### src/hw/rtl/rdbsop_pkg.sv
// ----------------------------------------------------------------------------
// rdbsop_pkg
// Shared item types and codes for the snapshot string object parser.
// ----------------------------------------------------------------------------
package rdbsop_pkg;

  typedef struct packed {
    logic [7:0] data_byte;
    logic       end_of_data;
  } byte_item_t;

  typedef struct packed {
    logic [2:0]         result_kind;
    logic signed [31:0] value;
    logic [63:0]        declared_length;
    logic [63:0]        compressed_length;
    logic               last_of_object;
    logic [1:0]         error_code;
  } result_item_t;

  localparam logic [2:0] KIND_RAW   = 3'd0;
  localparam logic [2:0] KIND_INT   = 3'd1;
  localparam logic [2:0] KIND_EMPTY = 3'd2;
  localparam logic [2:0] KIND_COMP  = 3'd3;
  localparam logic [2:0] KIND_ERR   = 3'd4;

  localparam logic [1:0] ERR_NONE    = 2'd0;
  localparam logic [1:0] ERR_TRUNC   = 2'd1;
  localparam logic [1:0] ERR_LENFORM = 2'd2;
  localparam logic [1:0] ERR_ENC     = 2'd3;

  localparam logic [7:0] LEN_TYPE_MASK = 8'hC0;
  localparam logic [7:0] LEN_LOW_MASK  = 8'h3F;
  localparam logic [7:0] LEN_32BIT     = 8'h80;
  localparam logic [7:0] LEN_64BIT     = 8'h81;

  localparam logic [5:0] ENC_INT8  = 6'd0;
  localparam logic [5:0] ENC_INT16 = 6'd1;
  localparam logic [5:0] ENC_INT32 = 6'd2;
  localparam logic [5:0] ENC_LZF   = 6'd3;

endpackage

### src/hw/rtl/rdbsop_decode.sv
// ----------------------------------------------------------------------------
// rdbsop_decode
// Per-byte header/payload decode: parser state registers and the next-state
// and result logic for one accepted byte.
// ----------------------------------------------------------------------------
module rdbsop_decode (
  input  logic                      clk,
  input  logic                      rst,
  input  logic                      accept,
  input  rdbsop_pkg::byte_item_t    item,
  output logic                      res_valid,
  output rdbsop_pkg::result_item_t  res
);

  typedef enum logic [3:0] {
    PH_HDR       = 4'd0,
    PH_HDR_CONT  = 4'd1,
    PH_INT       = 4'd2,
    PH_CLEN      = 4'd3,
    PH_CLEN_CONT = 4'd4,
    PH_ULEN      = 4'd5,
    PH_ULEN_CONT = 4'd6,
    PH_RAW       = 4'd7,
    PH_LZF_DATA  = 4'd8
  } phase_t;

  function automatic phase_t cont_of(phase_t c);
    phase_t r;
    case (c)
      PH_CLEN: r = PH_CLEN_CONT;
      PH_ULEN: r = PH_ULEN_CONT;
      default: r = PH_HDR_CONT;
    endcase
    return r;
  endfunction

  phase_t      phase, phase_next;
  logic [3:0]  hdr_cnt, hdr_cnt_next;
  logic [63:0] len_acc, len_acc_next;
  logic [63:0] remaining, remaining_next;
  logic [63:0] comp_len, comp_len_next;
  logic [63:0] plain_len, plain_len_next;
  logic [31:0] int_acc, int_acc_next;
  logic [1:0]  int_width, int_width_next;

  logic [7:0]  b;
  logic        first;
  phase_t      first_ctx;
  logic        fin;
  phase_t      fin_ctx;
  logic [63:0] fin_len;
  logic        err;
  logic [1:0]  err_code;
  logic        clr;
  logic [63:0] acc_shift;
  logic [3:0]  cnt_dec;
  logic [63:0] rem_dec;
  logic [1:0]  int_idx;
  logic [2:0]  int_cnt;
  logic [2:0]  int_need;
  logic [31:0] int_new;

  assign b         = item.data_byte;
  assign acc_shift = {len_acc[55:0], b};
  assign cnt_dec   = (hdr_cnt != 4'd0) ? hdr_cnt - 4'd1 : 4'd0;
  assign rem_dec   = (remaining != 64'd0) ? remaining - 64'd1 : 64'd0;
  assign int_idx   = hdr_cnt[1:0];
  assign int_cnt   = {1'b0, int_idx} + 3'd1;
  assign int_need  = (int_width == 2'd0) ? 3'd1 : (int_width == 2'd1) ? 3'd2 : 3'd4;
  assign int_new   = int_acc | ({24'd0, b} << {int_idx, 3'b000});

  always_comb begin
    phase_next     = phase;
    hdr_cnt_next   = hdr_cnt;
    len_acc_next   = len_acc;
    remaining_next = remaining;
    comp_len_next  = comp_len;
    plain_len_next = plain_len;
    int_acc_next   = int_acc;
    int_width_next = int_width;
    first          = 1'b0;
    first_ctx      = PH_HDR;
    fin            = 1'b0;
    fin_ctx        = PH_HDR;
    fin_len        = 64'd0;
    err            = 1'b0;
    err_code       = rdbsop_pkg::ERR_NONE;
    clr            = 1'b0;
    res_valid      = 1'b0;
    res            = '0;

    if (item.end_of_data) begin
      if (phase != PH_HDR) begin
        err      = 1'b1;
        err_code = rdbsop_pkg::ERR_TRUNC;
      end
    end else begin
      case (phase)
        PH_HDR, PH_CLEN, PH_ULEN: begin
          first     = 1'b1;
          first_ctx = phase;
        end
        PH_HDR_CONT, PH_CLEN_CONT, PH_ULEN_CONT: begin
          len_acc_next = acc_shift;
          hdr_cnt_next = cnt_dec;
          if (cnt_dec == 4'd0) begin
            fin     = 1'b1;
            fin_len = acc_shift;
            fin_ctx = (phase == PH_CLEN_CONT) ? PH_CLEN :
                      (phase == PH_ULEN_CONT) ? PH_ULEN : PH_HDR;
          end
        end
        PH_INT: begin
          hdr_cnt_next = {1'b0, int_cnt};
          if (int_cnt < int_need) begin
            int_acc_next = int_new;
          end else begin
            clr                  = 1'b1;
            res_valid            = 1'b1;
            res.result_kind      = rdbsop_pkg::KIND_INT;
            res.last_of_object   = 1'b1;
            if (int_need == 3'd1) begin
              res.value = {{24{int_new[7]}}, int_new[7:0]};
            end else if (int_need == 3'd2) begin
              res.value = {{16{int_new[15]}}, int_new[15:0]};
            end else begin
              res.value = int_new;
            end
          end
        end
        PH_RAW, PH_LZF_DATA: begin
          remaining_next      = rem_dec;
          res_valid           = 1'b1;
          res.value           = {24'd0, b};
          res.declared_length = plain_len;
          res.last_of_object  = (rem_dec == 64'd0);
          if (phase == PH_RAW) begin
            res.result_kind = rdbsop_pkg::KIND_RAW;
          end else begin
            res.result_kind       = rdbsop_pkg::KIND_COMP;
            res.compressed_length = comp_len;
          end
          clr = (rem_dec == 64'd0);
        end
        default: begin
          phase_next     = PH_HDR;
          hdr_cnt_next   = 4'd0;
          len_acc_next   = 64'd0;
          remaining_next = 64'd0;
          comp_len_next  = 64'd0;
          plain_len_next = 64'd0;
          int_acc_next   = 32'd0;
          int_width_next = 2'd0;
          first          = 1'b1;
          first_ctx      = PH_HDR;
        end
      endcase
    end

    if (first) begin
      priority if ((b & rdbsop_pkg::LEN_TYPE_MASK) == 8'h00) begin
        fin     = 1'b1;
        fin_ctx = first_ctx;
        fin_len = {56'd0, b & rdbsop_pkg::LEN_LOW_MASK};
      end else if ((b & rdbsop_pkg::LEN_TYPE_MASK) == 8'h40) begin
        len_acc_next = {56'd0, b & rdbsop_pkg::LEN_LOW_MASK};
        hdr_cnt_next = 4'd1;
        phase_next   = cont_of(first_ctx);
      end else if (b == rdbsop_pkg::LEN_32BIT || b == rdbsop_pkg::LEN_64BIT) begin
        len_acc_next = 64'd0;
        hdr_cnt_next = (b == rdbsop_pkg::LEN_32BIT) ? 4'd4 : 4'd8;
        phase_next   = cont_of(first_ctx);
      end else if ((b & rdbsop_pkg::LEN_TYPE_MASK) != rdbsop_pkg::LEN_TYPE_MASK) begin
        err      = 1'b1;
        err_code = rdbsop_pkg::ERR_LENFORM;
      end else if (first_ctx != PH_HDR) begin
        // tag byte inside an LZF length: low bits read as the length
        fin     = 1'b1;
        fin_ctx = first_ctx;
        fin_len = {56'd0, b & rdbsop_pkg::LEN_LOW_MASK};
      end else begin
        case (b[5:0])
          rdbsop_pkg::ENC_INT8, rdbsop_pkg::ENC_INT16, rdbsop_pkg::ENC_INT32: begin
            int_width_next = b[1:0];
            int_acc_next   = 32'd0;
            hdr_cnt_next   = 4'd0;
            phase_next     = PH_INT;
          end
          rdbsop_pkg::ENC_LZF: begin
            phase_next = PH_CLEN;
          end
          default: begin
            err      = 1'b1;
            err_code = rdbsop_pkg::ERR_ENC;
          end
        endcase
      end
    end

    if (fin) begin
      hdr_cnt_next = 4'd0;
      len_acc_next = fin_len;
      case (fin_ctx)
        PH_CLEN: begin
          comp_len_next = fin_len;
          phase_next    = PH_ULEN;
        end
        PH_ULEN: begin
          plain_len_next = fin_len;
          if (comp_len == 64'd0) begin
            err      = 1'b1;
            err_code = rdbsop_pkg::ERR_ENC;
          end else begin
            remaining_next = comp_len;
            phase_next     = PH_LZF_DATA;
          end
        end
        default: begin
          if (fin_len == 64'd0) begin
            clr                = 1'b1;
            res_valid          = 1'b1;
            res.result_kind    = rdbsop_pkg::KIND_EMPTY;
            res.last_of_object = 1'b1;
          end else begin
            plain_len_next = fin_len;
            remaining_next = fin_len;
            phase_next     = PH_RAW;
          end
        end
      endcase
    end

    if (err) begin
      clr                = 1'b1;
      res_valid          = 1'b1;
      res                = '0;
      res.result_kind    = rdbsop_pkg::KIND_ERR;
      res.last_of_object = 1'b1;
      res.error_code     = err_code;
    end

    if (clr) begin
      phase_next     = PH_HDR;
      hdr_cnt_next   = 4'd0;
      len_acc_next   = 64'd0;
      remaining_next = 64'd0;
      comp_len_next  = 64'd0;
      plain_len_next = 64'd0;
      int_acc_next   = 32'd0;
      int_width_next = 2'd0;
    end
  end

  always_ff @(posedge clk) begin
    if (rst) begin
      phase     <= PH_HDR;
      hdr_cnt   <= 4'd0;
      len_acc   <= 64'd0;
      remaining <= 64'd0;
      comp_len  <= 64'd0;
      plain_len <= 64'd0;
      int_acc   <= 32'd0;
      int_width <= 2'd0;
    end else if (accept) begin
      phase     <= phase_next;
      hdr_cnt   <= hdr_cnt_next;
      len_acc   <= len_acc_next;
      remaining <= remaining_next;
      comp_len  <= comp_len_next;
      plain_len <= plain_len_next;
      int_acc   <= int_acc_next;
      int_width <= int_width_next;
    end
  end

endmodule

### src/hw/rtl/rdbsop_out_buf.sv
// ----------------------------------------------------------------------------
// rdbsop_out_buf
// Two-entry result buffer; decouples the result stall from the byte side.
// ----------------------------------------------------------------------------
module rdbsop_out_buf (
  input  logic                      clk,
  input  logic                      rst,
  input  logic                      push,
  input  rdbsop_pkg::result_item_t  push_item,
  output logic                      full,
  output logic                      valid,
  input  logic                      stall,
  output rdbsop_pkg::result_item_t  item
);

  rdbsop_pkg::result_item_t entry [2];
  logic [1:0] count;
  logic       rd_ptr;
  logic       wr_ptr;
  logic       pop;

  assign full  = (count == 2'd2);
  assign valid = (count != 2'd0);
  assign pop   = valid && !stall;
  assign item  = entry[rd_ptr];

  always_ff @(posedge clk) begin
    if (push) begin
      entry[wr_ptr] <= push_item;
    end
  end

  always_ff @(posedge clk) begin
    if (rst) begin
      count  <= 2'd0;
      rd_ptr <= 1'b0;
      wr_ptr <= 1'b0;
    end else begin
      if (push) begin
        wr_ptr <= ~wr_ptr;
      end
      if (pop) begin
        rd_ptr <= ~rd_ptr;
      end
      unique case ({push, pop})
        2'b10:   count <= count + 2'd1;
        2'b01:   count <= count - 2'd1;
        default: count <= count;
      endcase
    end
  end

endmodule

### src/hw/rtl/rdb_string_object_parser.sv
// ----------------------------------------------------------------------------
// rdb_string_object_parser
// Decodes string objects of a serialized snapshot byte stream.
// ----------------------------------------------------------------------------
// Byte channel (byte_valid/byte_stall/byte_item): one buffer byte per
// transfer, or an end-of-data mark. Result channel (result_valid/
// result_stall/result_item): zero or one result per byte, in stream order.
// Length headers (6/14/32/64-bit), integer tags and LZF length pairs are
// decoded in parser state; raw and compressed bytes pass through tagged with
// their lengths; empty strings give one marker; faults give an error item.
// Throughput: one byte per cycle while byte_stall is low. A result is written
// to the two-entry result buffer when the byte that causes it is transferred;
// decode is one level of logic between the parser state registers and buffer.
// Reset clears the parser to expect a header and empties the buffer.
// When the receiver stalls, the buffer absorbs up to two results; byte_stall
// is raised once both entries are held and drops as soon as one is taken.
// ----------------------------------------------------------------------------
module rdb_string_object_parser (
  input  logic                      clk,
  input  logic                      rst,
  input  logic                      byte_valid,
  output logic                      byte_stall,
  input  rdbsop_pkg::byte_item_t    byte_item,
  output logic                      result_valid,
  input  logic                      result_stall,
  output rdbsop_pkg::result_item_t  result_item
);

  logic                     accept;
  logic                     dec_valid;
  rdbsop_pkg::result_item_t dec_item;
  logic                     buf_full;

  assign byte_stall = buf_full;
  assign accept     = byte_valid && !buf_full;

  rdbsop_decode u_decode (
    .clk       (clk),
    .rst       (rst),
    .accept    (accept),
    .item      (byte_item),
    .res_valid (dec_valid),
    .res       (dec_item)
  );

  rdbsop_out_buf u_out_buf (
    .clk       (clk),
    .rst       (rst),
    .push      (accept && dec_valid),
    .push_item (dec_item),
    .full      (buf_full),
    .valid     (result_valid),
    .stall     (result_stall),
    .item      (result_item)
  );

endmodule
### config.mk
export PLATFORM = sky130hd
export DESIGN_NAME = rdb_string_object_parser
export DESIGN_NICKNAME = d
export VERILOG_FILES = /design/src/hw/rtl/rdbsop_pkg.sv /design/src/hw/rtl/rdbsop_decode.sv /design/src/hw/rtl/rdbsop_out_buf.sv /design/src/hw/rtl/rdb_string_object_parser.sv
export SDC_FILE = /design/constraint.sdc
export NUM_CORES = 2
export LEC_CHECK = 0
export ABC_AREA = 1
export ABC_CLOCK_PERIOD_IN_PS = 28200
export CAP_MARGIN = 40
export CORE_MARGIN = 2
export CORE_UTILIZATION = 45
export DETAILED_ROUTE_END_ITERATION = 10
export DONT_BUFFER_PORTS = 1
export GPL_TIMING_DRIVEN = 1
export MAX_ROUTING_LAYER = met4
export SYNTH_ARGS = -nofsm -noshare
export SYNTH_HDL_FRONTEND = slang
export SYNTH_SLANG_ARGS = --single-unit
export TNS_END_PERCENT = 50
### constraint.sdc
create_clock -name clk -period 28.2 [get_ports clk]
set_input_delay 1.41 -clock clk [delete_from_list [all_inputs] [get_ports clk]]
set_output_delay 1.41 -clock clk [all_outputs]
set_load 0.01 [all_outputs]
==> metrics.log <==
INFO  metric post-dp-hpwl = roughly 95,000 µm
INFO  metric power.ir.vdd_worst = 0.0655 mV
INFO  metric drt_iter0_markers = 4,835
INFO  metric cp_max_delay_cell = buf_4
INFO  metric worst-endpoint-arrival = roughly 7.5 ns
INFO  metric holdCritStartpoint = u_out_buf.rd_ptr$_SDFFE_PP0P_
INFO  metric total_wirelength_of_the_detailed_routed_design = 142,000 µm
INFO  metric rows = between 100 and 150
INFO  metric timing_worst_setup_path_type = reg -> reg
INFO  metric powerDensity = 101 nW/µm²
INFO  metric layout.core_utilization = 49.0%
INFO  metric tritoncts.num_buffers = 72
INFO  metric htree_num_levels = 3
INFO  metric rsz0062_at_grt = false
INFO  metric cts_num_sinks = between 600 and 700
INFO  metric r2r_cells = 26
INFO  metric global_route_wire_length_before_repair = between 200,000 and 250,000 µm
INFO  metric cell_area_after_synthesis = approximately 37,000 µm²
INFO  metric ctsResizeCount = 0
INFO  metric critPathMaxFanout = 171
INFO  metric max_freq = about 0.14 GHz
INFO  metric r2r_setup_slack = 21.23 ns
INFO  metric worst_slew_margin_rel = roughly 22%
INFO  metric worstHoldPathCells = 1
INFO  metric cts-root-buf = clkbuf_16
INFO  metric post_route_cells_drive_above_1_share = under 10%
INFO  metric cell_family_contributing_the_most_delay_on_the_critical_path = buffers and inverters
INFO  metric synth.yosys.seq_area_share = between 40% and 50%
INFO  metric final_antenna_net_count = 0
INFO  metric rr_startpoint = u_decode.hdr_cnt[0]$_SDFFE_PP0P_
INFO  metric synth_area_per_cell = 7.36 µm²
INFO  metric largest_net_degree_at_the_start_of_global_routing = 252
INFO  metric cts.hold.buffers_added = 0
INFO  metric place.port_buffers = 0
INFO  metric io_pins = about 180
INFO  metric timing.critical_path.from_type = flip-flop
INFO  metric gp_routability_congestion = 0.997
INFO  metric max-cap-violations = 0
INFO  metric synth.top_cells.by_count = nand2_1 (985), nor2_1 (538), nand3_1 (522)
INFO  metric grt_pass1_vias = 31,727
INFO  metric worst-path-stages = 26
INFO  metric layout_min_cycle_time = between 6 and 7 ns
INFO  metric clk-insertion-delay-late = approximately 0.66 ns
INFO  metric finalInstanceArea = around 40,000 µm²
INFO  metric period_share = between 20% and 30%
INFO  metric cp_data_required_time = approximately 29 ns
INFO  metric post-synth-top-count-cell = nand2_1
INFO  metric num-nets-final = about 4,800
INFO  metric chipHeight = roughly 290 µm
INFO  metric outcome = finished clean
INFO  metric syn_nets = 5,032
INFO  metric detail_route.vias_per_cell = between 6 and 7
INFO  metric via_count = about 36,000
INFO  metric core_box_area = 81,600 µm²
INFO  metric tritoncts = done
INFO  metric static_leakage = between 0.01 and 0.015 µW
INFO  metric power.total = 4020 µW
INFO  metric worst_slew_pin_slew = about 1.2 ns
INFO  metric wire_per_inst = approximately 24 µm
INFO  metric finalHoldViolCount = 0
INFO  metric synth-edff-count = roughly 330
INFO  metric ys_warn_count = 0
INFO  metric final-setup-viol-count = 0
INFO  metric netlist-cell-type-count = 48
INFO  metric global_route.overflow_total = 0
INFO  metric critical_path.max_stage_delay = 0.71 ns
INFO  metric post-synth-top-area-fraction = about 27%
INFO  metric drc_markers = 0
INFO  metric ys_dominant_reg_cell = edfxtp_1
INFO  metric finalMaxSlewViolations = 0
INFO  metric area.growth.synth_to_final = 8.27%
INFO  metric worst_r2r_endpoint = u_decode.plain_len[29]$_SDFFE_PP0P_
INFO  metric synth_top_cell_by_area = edfxtp_1
INFO  metric antenna_found_initial = 4
INFO  metric fillers = 7,966
INFO  metric post_cts_buffers = 0
INFO  metric sum_neg_setup_slack = 0 ns
INFO  metric synth.ff_latch_count = 627
INFO  metric ys_top_cells_by_area = edfxtp_1 (27%), dfxtp_1 (16%), nand2_1 (10%)
INFO  metric floorplan.die_area = roughly 84,000 µm²
INFO  metric clkSlewWorstSetupHoldPaths = approximately 0.060 ns
INFO  metric skew = roughly 0.047 ns
INFO  metric grt.total_usage = approximately a third
INFO  metric drt_pre_antenna_iters = 7
INFO  metric initial_core_util = ~45%
INFO  metric syn_inst_count = ~5,000
INFO  metric final-seq-area = around 16,000 µm²
INFO  metric timing.critical_path.buf_inv = 8
INFO  metric area_of_the_multi_input_gates = roughly 18,000 µm²
INFO  metric crit_path_end_kind = flip-flop
INFO  metric max-clock-path-buffers = 3
INFO  metric synth-async-reset-ratio = 0%
INFO  metric die_x = roughly 290 µm
INFO  metric place_area = between 30,000 and 40,000 µm²
INFO  metric hp-class = reg -> reg
==> power by group <==
group | leakage [µW] | internal [µW] | switching [µW] | total (µW)
clock network | 0.00118 | 559 | 418 | 977
logic | 0.00807 | 523 | 1370 | 1890
registers | 0.00548 | 1080 | 66.5 | 1150
total | 0.0147 | 2160 | 1860 | 4020
==> metal layers <==
metal,vias to the layer above,GRT usage (%),routed length (µm)
met2,1803,47.3,60500
met1,16907,46.3,60800
met4,0,13.5,5950
met3,276,7.49,14200
met5,-,-,0
li1,16592,-,-
==> worst register-to-register path, stage by stage, from the launching register on <==
cell	delay [ns]
dfxtp_1	0.65
inv_1	0.36
ha_1	0.32
nor2_1	0.12
nand2_1	0.06
nor2_1	0.11
nor2_1	0.07
nor2_4	0.18
buf_12	0.23
nand2_2	0.12
nand2_4	0.48
buf_4	0.72
o21ai_1	0.18
nand2_1	0.10
nor2_1	0.04
nand2_1	0.10
nor2_4	0.04
buf_4	0.30
nand3_2	0.19
nand3_1	0.13
nor2_4	0.22
buf_12	0.24
buf_12	0.60
buf_4	0.69
buf_12	0.29
nand3_1	0.14
a21oi_1	0.15
==> final cells by class <==
cell class / count / area share, %
tap: 1070 / 3.35
multi-input combinational: 3503 / 44.2
inverter: 513 / 4.87
antenna: 7 / 0.0439
clock buffer: 99 / 4.89
timing repair buffer: 64 / 1.70
clock inverter: 35 / 1.24
sequential: 627 / 39.8
==> state kept, by name, indices dropped and copies added, names as in the netlist, named ones only <==
signal / flops
u_out_buf.entry: 332
u_decode.comp_len: 64
u_decode.plain_len: 64
u_decode.remaining: 64
u_decode.len_acc: 56
u_decode.int_acc: 32
u_decode.hdr_cnt: 4
u_decode.phase: 4
u_decode.int_width: 2
u_out_buf.count: 2
u_out_buf.rd_ptr: 1
u_out_buf.wr_ptr: 1
==> cell families after synthesis <==
family / share of synthesized area, %
AND/OR/NAND/NOR: 27.2
AO/OA/AOI/OAI: 15.0
buffers and inverters: 9.41
flip-flops: 43.0
multiplexers: 5.07
adder cells (fa/ha/maj): 0.237
XOR/XNOR: 0.119
==> worst max path at each step <==
stage / from / endpoint / slack (ns)
3_5_place_dp: byte_item[7] / u_decode.plain_len[29]$_SDFFE_PP0P_ / 21.29
2_1_floorplan: byte_item[7] / u_out_buf.entry[0][0]$_DFFE_PP_ / 17.67
6_report: u_decode.hdr_cnt[0]$_SDFFE_PP0P_ / u_decode.plain_len[29]$_SDFFE_PP0P_ / 21.23
3_3_place_gp: u_decode.hdr_cnt[0]$_SDFFE_PP0P_ / u_decode.plain_len[39]$_SDFFE_PP0P_ / 20.49
5_1_grt: u_decode.hdr_cnt[0]$_SDFFE_PP0P_ / u_out_buf.entry[1][98]$_DFFE_PP_ / 20.74
4_1_cts: u_decode.hdr_cnt[1]$_SDFFE_PP0P_ / u_decode.plain_len[29]$_SDFFE_PP0P_ / 21.30
==> through the flow <==
| step | cells | hold slack [ns] | setup WS [ns] |
|---|---|---|---|
| 2_1_floorplan | 5012 | 0.422 | 17.67 |
| 3_3_place_gp | 5765 | 0.431 | 20.49 |
| 3_5_place_dp | 5777 | 0.432 | 21.29 |
| 4_1_cts | 5911 | 0.439 | 21.30 |
| 5_1_grt | 5917 | 0.458 | 20.74 |
| 6_report | 5918 | 0.442 | 21.23 |
==> placed cells by master, fill, tap and decap left out, types with 7 or more instances in the layout <==
| master | count |
|---|---|
| o21ai_0 | 335 |
| clkinv_1 | 9 |
| edfxtp_1 | 332 |
| diode_2 | 7 |
| a221oi_1 | 9 |
| o21ai_1 | 10 |
| nand4_1 | 102 |
| clkbuf_16 | 72 |
| nor3_1 | 91 |
| inv_1 | 490 |
| nor2_4 | 11 |
| nor2_1 | 532 |
| a311oi_1 | 13 |
| nand3b_1 | 42 |
| ha_1 | 7 |
| mux2_2 | 166 |
| o2111ai_1 | 22 |
| o22ai_1 | 148 |
| a22oi_1 | 11 |
| a211oi_1 | 10 |
| nor4_1 | 7 |
| dfxtp_1 | 294 |
| clkbuf_1 | 22 |
| bufinv_16 | 7 |
| nor2_2 | 9 |
| buf_4 | 48 |
| inv_2 | 11 |
| nand2_1 | 981 |
| a21oi_1 | 424 |
| nand3_1 | 521 |
| clkinv_2 | 15 |
| buf_12 | 10 |
Power figures use the tool's default switching activity.
